===== src/rtl/core/rau_pkg.sv =====
// Package for the rational arithmetic unit: widths, operation codes and shared types.
// No dependencies.
`default_nettype none
package rau_pkg;
	localparam int OPERAND_WIDTH = 32;
	localparam int KIND_W = 4;
	localparam int FIELD_W = 32;
	localparam int RES_W = 64;
	localparam int CNT_W = 7;

	typedef enum logic [KIND_W-1:0] {
		K_MAKE = 4'd0,
		K_ADD  = 4'd1,
		K_SUB  = 4'd2,
		K_MUL  = 4'd3,
		K_DIV  = 4'd4,
		K_INC  = 4'd5,
		K_DEC  = 4'd6,
		K_EQ   = 4'd7,
		K_NE   = 4'd8
	} kind_t;

	typedef struct packed {
		logic [KIND_W-1:0]         kind;
		logic signed [FIELD_W-1:0] num_a;
		logic signed [FIELD_W-1:0] den_a;
		logic signed [FIELD_W-1:0] num_b;
		logic signed [FIELD_W-1:0] den_b;
	} in_item_t;

	typedef struct packed {
		logic signed [RES_W-1:0] res_num;
		logic signed [RES_W-1:0] res_den;
		logic                    zero_den_error;
		logic                    compare_true;
	} out_item_t;

	function automatic logic [RES_W-1:0] sext_op(input logic [FIELD_W-1:0] v);
		logic [OPERAND_WIDTH-1:0] t;
		t = v[OPERAND_WIDTH-1:0];
		return {{(RES_W-OPERAND_WIDTH){t[OPERAND_WIDTH-1]}}, t};
	endfunction
endpackage
`default_nettype wire


===== src/rtl/core/rau_divider.sv =====
// Iterative 64-bit unsigned restoring divider, one quotient bit per cycle.
// Depends on rau_pkg.
`default_nettype none
module rau_divider (
	input  wire logic                       clk,
	input  wire logic                       arst_n,
	input  wire logic                       start,
	input  wire logic [rau_pkg::RES_W-1:0]  dividend,
	input  wire logic [rau_pkg::RES_W-1:0]  divisor,
	output logic                            done,
	output logic [rau_pkg::RES_W-1:0]       quotient,
	output logic [rau_pkg::RES_W-1:0]       remainder
);
	logic [rau_pkg::RES_W-1:0] d_q;
	logic [rau_pkg::RES_W:0]   r_q;
	logic [rau_pkg::CNT_W-1:0] cnt_q;
	logic                      busy_q;
	logic [rau_pkg::RES_W:0]   shifted;
	logic [rau_pkg::RES_W:0]   diff;

	assign shifted = {r_q[rau_pkg::RES_W-1:0], quotient[rau_pkg::RES_W-1]};
	assign diff = shifted - {1'b0, d_q};
	assign remainder = r_q[rau_pkg::RES_W-1:0];

	always_ff @(posedge clk or negedge arst_n) begin
		if (!arst_n) begin
			busy_q <= 1'b0;
			done <= 1'b0;
			cnt_q <= '0;
		end else begin
			done <= 1'b0;
			if (start) begin
				busy_q <= 1'b1;
				cnt_q <= '0;
			end else if (busy_q) begin
				cnt_q <= cnt_q + 1'b1;
				if (cnt_q == rau_pkg::CNT_W'(rau_pkg::RES_W - 1)) begin
					busy_q <= 1'b0;
					done <= 1'b1;
				end
			end
		end
	end

	always_ff @(posedge clk) begin
		if (start) begin
			d_q <= divisor;
			r_q <= '0;
			quotient <= dividend;
		end else if (busy_q) begin
			if (!diff[rau_pkg::RES_W]) begin
				r_q <= diff;
				quotient <= {quotient[rau_pkg::RES_W-2:0], 1'b1};
			end else begin
				r_q <= shifted;
				quotient <= {quotient[rau_pkg::RES_W-2:0], 1'b0};
			end
		end
	end
endmodule
`default_nettype wire


===== config.mk =====
export PLATFORM = sky130hd
export DESIGN_NAME = rau_divider
export DESIGN_NICKNAME = d
export VERILOG_FILES = /design/src/rtl/core/rau_pkg.sv /design/src/rtl/core/rau_divider.sv
export SDC_FILE = /design/constraint.sdc
export NUM_CORES = 1
export LEC_CHECK = 0
export BUFFER_PORTS_ARGS = -buffer_cell sky130_fd_sc_hd__buf_2
export CAP_MARGIN = 10
export CORE_MARGIN = 8
export CORE_UTILIZATION = 50
export CTS_CLUSTER_SIZE = 8
export DETAILED_ROUTE_END_ITERATION = 10
export HOLD_SLACK_MARGIN = 0.12
export PLACE_DENSITY = 0.84
export SETUP_SLACK_MARGIN = 0.05
export SLEW_MARGIN = 15
export SYNTH_ARGS = -nofsm -noshare
export SYNTH_HDL_FRONTEND = slang
export SYNTH_SLANG_ARGS = --single-unit

===== constraint.sdc =====
create_clock -name clk -period 3.05 [get_ports clk]
set_input_delay 0.1525 -clock clk [delete_from_list [all_inputs] [get_ports clk]]
set_output_delay 0.1525 -clock clk [all_outputs]
set_load 0.02 [all_outputs]

==> impl_summary.log <==
INFO  metric status = complete, but fails checks
INFO  metric failing_checks = negative setup slack
INFO  metric postRouteWirelength = approximately 41000 um
INFO  metric grt_max_degree = approximately 110
INFO  metric clkLatencyLatePin = between 500 and 600 ps
INFO  metric post-route-worst-setup-slack = -96.1 ps
INFO  metric io_pins = between 200 and 300
INFO  metric max_slew_margin = between 50% and 60%
INFO  metric drc_errors = 0
INFO  metric sequential_share_of_the_synthesized_area = around 45%
INFO  metric dp_slack = -120 ps
INFO  metric layout_cells_sized_above_1 = about 37%
INFO  metric cell_type_contributing_the_most_total_cell_area_after_synthesis = sky130_fd_sc_hd__edfxtp_1
INFO  metric coreArea = between 20000 and 25000 um2
INFO  metric final.setup.tns = -1340 ps
INFO  metric post_synth_inst_count = ~1200
INFO  metric cts_tree = yes
INFO  metric net_load_switching_power = ~0.0019 W
INFO  metric drt_iter0_markers = between 800 and 900
INFO  metric switching_share = 26.4%
INFO  metric placedCellCount = around 1900
INFO  metric antenna_violating_nets_post_route = 0
INFO  metric max_cap_viol_count = 0
INFO  metric report.final.hold_viol_count = 0
INFO  metric power.combinational.fraction = about 16%
INFO  metric internal_power = around 0.0054 W
INFO  metric timing.critical_path.arrival = ~3500 ps
INFO  metric fmaxAchievable = between 300 and 400 MHz
INFO  metric yosys_most_used_dff = sky130_fd_sc_hd__edfxtp_1
INFO  metric timing_worst_slew_pin_value = 728 ps
INFO  metric cts-root-buf = sky130_fd_sc_hd__clkbuf_16
INFO  metric crit_start = d_q[19]$_DFFE_PP_
INFO  metric power_frac_seq = 43.1%
INFO  metric dp.final_hpwl = ~27000 um
INFO  metric timing.final.crit_period = around 3100 ps
INFO  metric place.port_buffers = 259
INFO  metric crit_fanout = 7
INFO  metric flow.area_growth_from_synthesis = 49.8%
INFO  metric worst_clock_skew = 18.7 ps
INFO  metric chipWidth = 170 um
INFO  metric grt_first_pass_wirelength = just over 60000 um
INFO  metric synth_cell_types = 67
INFO  metric clkSlewWorstSetupHoldPaths = 60 ps
INFO  metric cts.htree.levels = 1
INFO  metric core.rowCount = 56
INFO  metric synth_top_area_share = about 32%
INFO  metric avgSynthCellArea = 9.98 um2
INFO  metric yosys-top-cells-area = sky130_fd_sc_hd__edfxtp_1 32%, sky130_fd_sc_hd__dfxtp_1 11%, sky130_fd_sc_hd__ha_1 6.8%, sky130_fd_sc_hd__mux2_2 6.2%, sky130_fd_sc_hd__mux2i_1 4.4%
INFO  metric irDropWorstVdd = slightly below 0.5 mV
INFO  metric dieHeight = 170 um
INFO  metric grt.overflow.total = 0
INFO  metric grt_use_total = a little over a quarter
INFO  metric flop_and_latch_count_out_of_synthesis = between 200 and 250
INFO  metric number_of_buffers_added_by_the_clock_tree_synthesis_step = 29
INFO  metric detail_route.first_pass.iterations = 5
INFO  metric floorplan.die_area = 29000 um2
INFO  metric average_wire_length_per_cell_after_detail_routing = roughly 20 um
INFO  metric synth-edff-count = between 100 and 150
INFO  metric postLayoutCoreUtil = between 70% and 80%
INFO  metric leakagePower = 7.99 nW
INFO  metric cts_num_sinks = 201
INFO  metric hold_path_class = in -> reg
INFO  metric path_class = reg -> reg
INFO  metric route.vias.total = 11700
INFO  metric clockBufferDepth = 3
INFO  metric via_count_normalized_by_instance_count = about 5.6
INFO  metric ys_async_sr_fraction = ~4.5%
INFO  metric timing.critical_path.from_type = register
INFO  metric synth.yosys.warnings = 0
INFO  metric mappedNetlistNets = 1392
INFO  metric design.final.nets = 1934
INFO  metric holdCritStartpoint = divisor[32]
INFO  metric cellPowerDensity = 413 nW/um2
INFO  metric clock_power_share = 40.9%
INFO  metric final_min_period_over_clock_period = 103%
INFO  metric initial_core_util = 50.8%
INFO  metric synthesized_cell_area = between 10000 and 15000 um2
INFO  metric fillCellCount = 1505
INFO  metric timing.final.max_slew_violations = 0
INFO  metric routabilityCongestion = approximately 0.94
INFO  metric finish.cell_count_without_fillers = 2082
INFO  metric rsz0062_at_grt = yes
INFO  metric antenna_violations_before_repair = 3
INFO  metric cp.required = 3450 ps
INFO  metric final.hold.worst_slack = roughly 300 ps
INFO  metric vias_in_the_first_global_route = approximately 12000
INFO  metric rr_startpoint = d_q[19]$_DFFE_PP_
INFO  metric worstSetupEndpointType = register
INFO  metric finalSetupViolations = 43
## Yosys cell counts (24+ instances only)
master,instances
sky130_fd_sc_hd__clkbuf_1,38
sky130_fd_sc_hd__edfxtp_1,128
sky130_fd_sc_hd__a21o_1,31
sky130_fd_sc_hd__inv_1,83
sky130_fd_sc_hd__nand4_1,31
sky130_fd_sc_hd__dfxtp_1,64
sky130_fd_sc_hd__a21oi_1,87
sky130_fd_sc_hd__o21ai_0,41
sky130_fd_sc_hd__xnor2_1,34
sky130_fd_sc_hd__xor2_1,24
sky130_fd_sc_hd__mux2i_1,52
sky130_fd_sc_hd__ha_1,65
sky130_fd_sc_hd__nor2_1,113
sky130_fd_sc_hd__mux2_2,66
sky130_fd_sc_hd__a211oi_1,53
sky130_fd_sc_hd__nand2_1,86
## path summary, 6_finish.rpt
kind | to | depth (start not counted) | slack (ps)
setup / recovery | r_q[2]$_SDFFE_PP0P_ | 16 | -100
hold / removal | d_q[32]$_DFFE_PP_ | 2 | 300
setup reg to reg | r_q[2]$_SDFFE_PP0P_ | 16 | -100
max in group asynchronous | busy_q$_DFF_PN0_ | 3 | 2100
hold reg to reg | r_q[46]$_SDFFE_PP0P_ | 2 | 520
min in group asynchronous | cnt_q[5]$_DFFE_PN0P_ | 3 | 620
## cell usage in the layout (no fill, tap or decap), types with 7 or more instances in the layout
cell,n
sky130_fd_sc_hd__ha_1,53
sky130_fd_sc_hd__xor2_1,23
sky130_fd_sc_hd__ha_4,10
sky130_fd_sc_hd__clkbuf_16,33
sky130_fd_sc_hd__buf_6,10
sky130_fd_sc_hd__mux2_2,65
sky130_fd_sc_hd__o21ai_0,28
sky130_fd_sc_hd__mux2i_1,45
sky130_fd_sc_hd__a21oi_2,17
sky130_fd_sc_hd__clkbuf_1,23
sky130_fd_sc_hd__a211oi_1,42
sky130_fd_sc_hd__buf_4,155
sky130_fd_sc_hd__dfrtp_1,8
sky130_fd_sc_hd__o21a_1,7
sky130_fd_sc_hd__a211oi_2,12
sky130_fd_sc_hd__buf_12,10
sky130_fd_sc_hd__o211ai_1,9
sky130_fd_sc_hd__a21oi_1,68
sky130_fd_sc_hd__dfxtp_1,64
sky130_fd_sc_hd__nand3_1,11
sky130_fd_sc_hd__nor2_1,110
sky130_fd_sc_hd__nand4_1,31
sky130_fd_sc_hd__edfxtp_1,128
sky130_fd_sc_hd__buf_2,258
sky130_fd_sc_hd__nor3_1,14
sky130_fd_sc_hd__a21o_1,31
sky130_fd_sc_hd__inv_1,79
sky130_fd_sc_hd__o21bai_1,9
sky130_fd_sc_hd__xnor2_1,34
sky130_fd_sc_hd__nand2_1,81
sky130_fd_sc_hd__a31oi_1,8
sky130_fd_sc_hd__o21ai_1,12
sky130_fd_sc_hd__dlygate4sd3_1,131
## stage by stage
stage               cell area [um2]  total power (W)
finish                        17900          0.00737
global route                  17900          0.00760
CTS                           17200          0.00731
detailed placement            14600          0.00417
global placement              14600          0.00414
floorplan                     12000          0.00374
## flip-flops by register name, summed over array words and instances, names as in the netlist
name / count
r_q: 64
quotient: 64
busy_q: 1
d_q: 64
cnt_q: 7
done: 1
## power by group through the flow
stage | clock network, W | logic [W] | registers [W]
after floorplan | 0 | 0.000434 | 0.00331
after global placement | 0 | 0.000936 | 0.00320
after detailed placement | 0 | 0.000964 | 0.00321
after CTS | 0.00303 | 0.00111 | 0.00316
after global routing | 0.00315 | 0.00126 | 0.00319
final | 0.00301 | 0.00118 | 0.00317
## routing by layer
metal / vias up / GRT usage [%] / part of all wire, %
li1: 5476 / - / -
met1: 5478 / 31.7 / 39
met2: 615 / 45.4 / 49
met3: 115 / 5.61 / 8.1
met4: 0 / 10.3 / 4.3
met5: - / 0 / 0
## logic make-up after synthesis
| group | share of synthesized area, % |
|---|---|
| AO/OA/AOI/OAI | 16.4 |
| XOR/XNOR | 4.26 |
| adder cells (fa/ha/maj) | 6.99 |
| AND/OR/NAND/NOR | 11.8 |
| multiplexers | 10.6 |
| flip-flops | 44.9 |
| buffers and inverters | 5.06 |
## final cells by class
class | instances | area (um2) | area share, %
clock buffers | 52 | 812 | 4.55
inverters | 84 | 315 | 1.77
clock inverters | 2 | 25.0 | 0.140
multi-input cells | 847 | 6650 | 37.2
repair buffers | 574 | 4290 | 24.0
diodes | 3 | 7.51 | 0.0420
well taps | 319 | 399 | 2.23
flip-flops and latches | 201 | 5350 | 30.0
## repair_timing
action,in CTS,in global routing
pin swaps,22,83
hold buffers,131,0
gates cloned,3,4
endpoints found under the setup margin,58,65
gates resized for setup,40,119
setup buffers,10,13
hold endpoints to repair,157,0
## worst max-delay path, cell delays in order (launching register included)
cell	delay (ps)
sky130_fd_sc_hd__edfxtp_1	360
sky130_fd_sc_hd__inv_1	60
sky130_fd_sc_hd__ha_1	290
sky130_fd_sc_hd__buf_4	160
sky130_fd_sc_hd__nand4_1	150
sky130_fd_sc_hd__nor2_1	180
sky130_fd_sc_hd__nand3b_1	170
sky130_fd_sc_hd__a21oi_2	140
sky130_fd_sc_hd__buf_4	150
sky130_fd_sc_hd__a21oi_4	60
sky130_fd_sc_hd__o211a_1	250
sky130_fd_sc_hd__nor3_4	250
sky130_fd_sc_hd__buf_12	180
sky130_fd_sc_hd__buf_8	140
sky130_fd_sc_hd__buf_16	140
sky130_fd_sc_hd__mux2i_2	220
sky130_fd_sc_hd__a211oi_2	100
(Power assumes the default switching activity.)
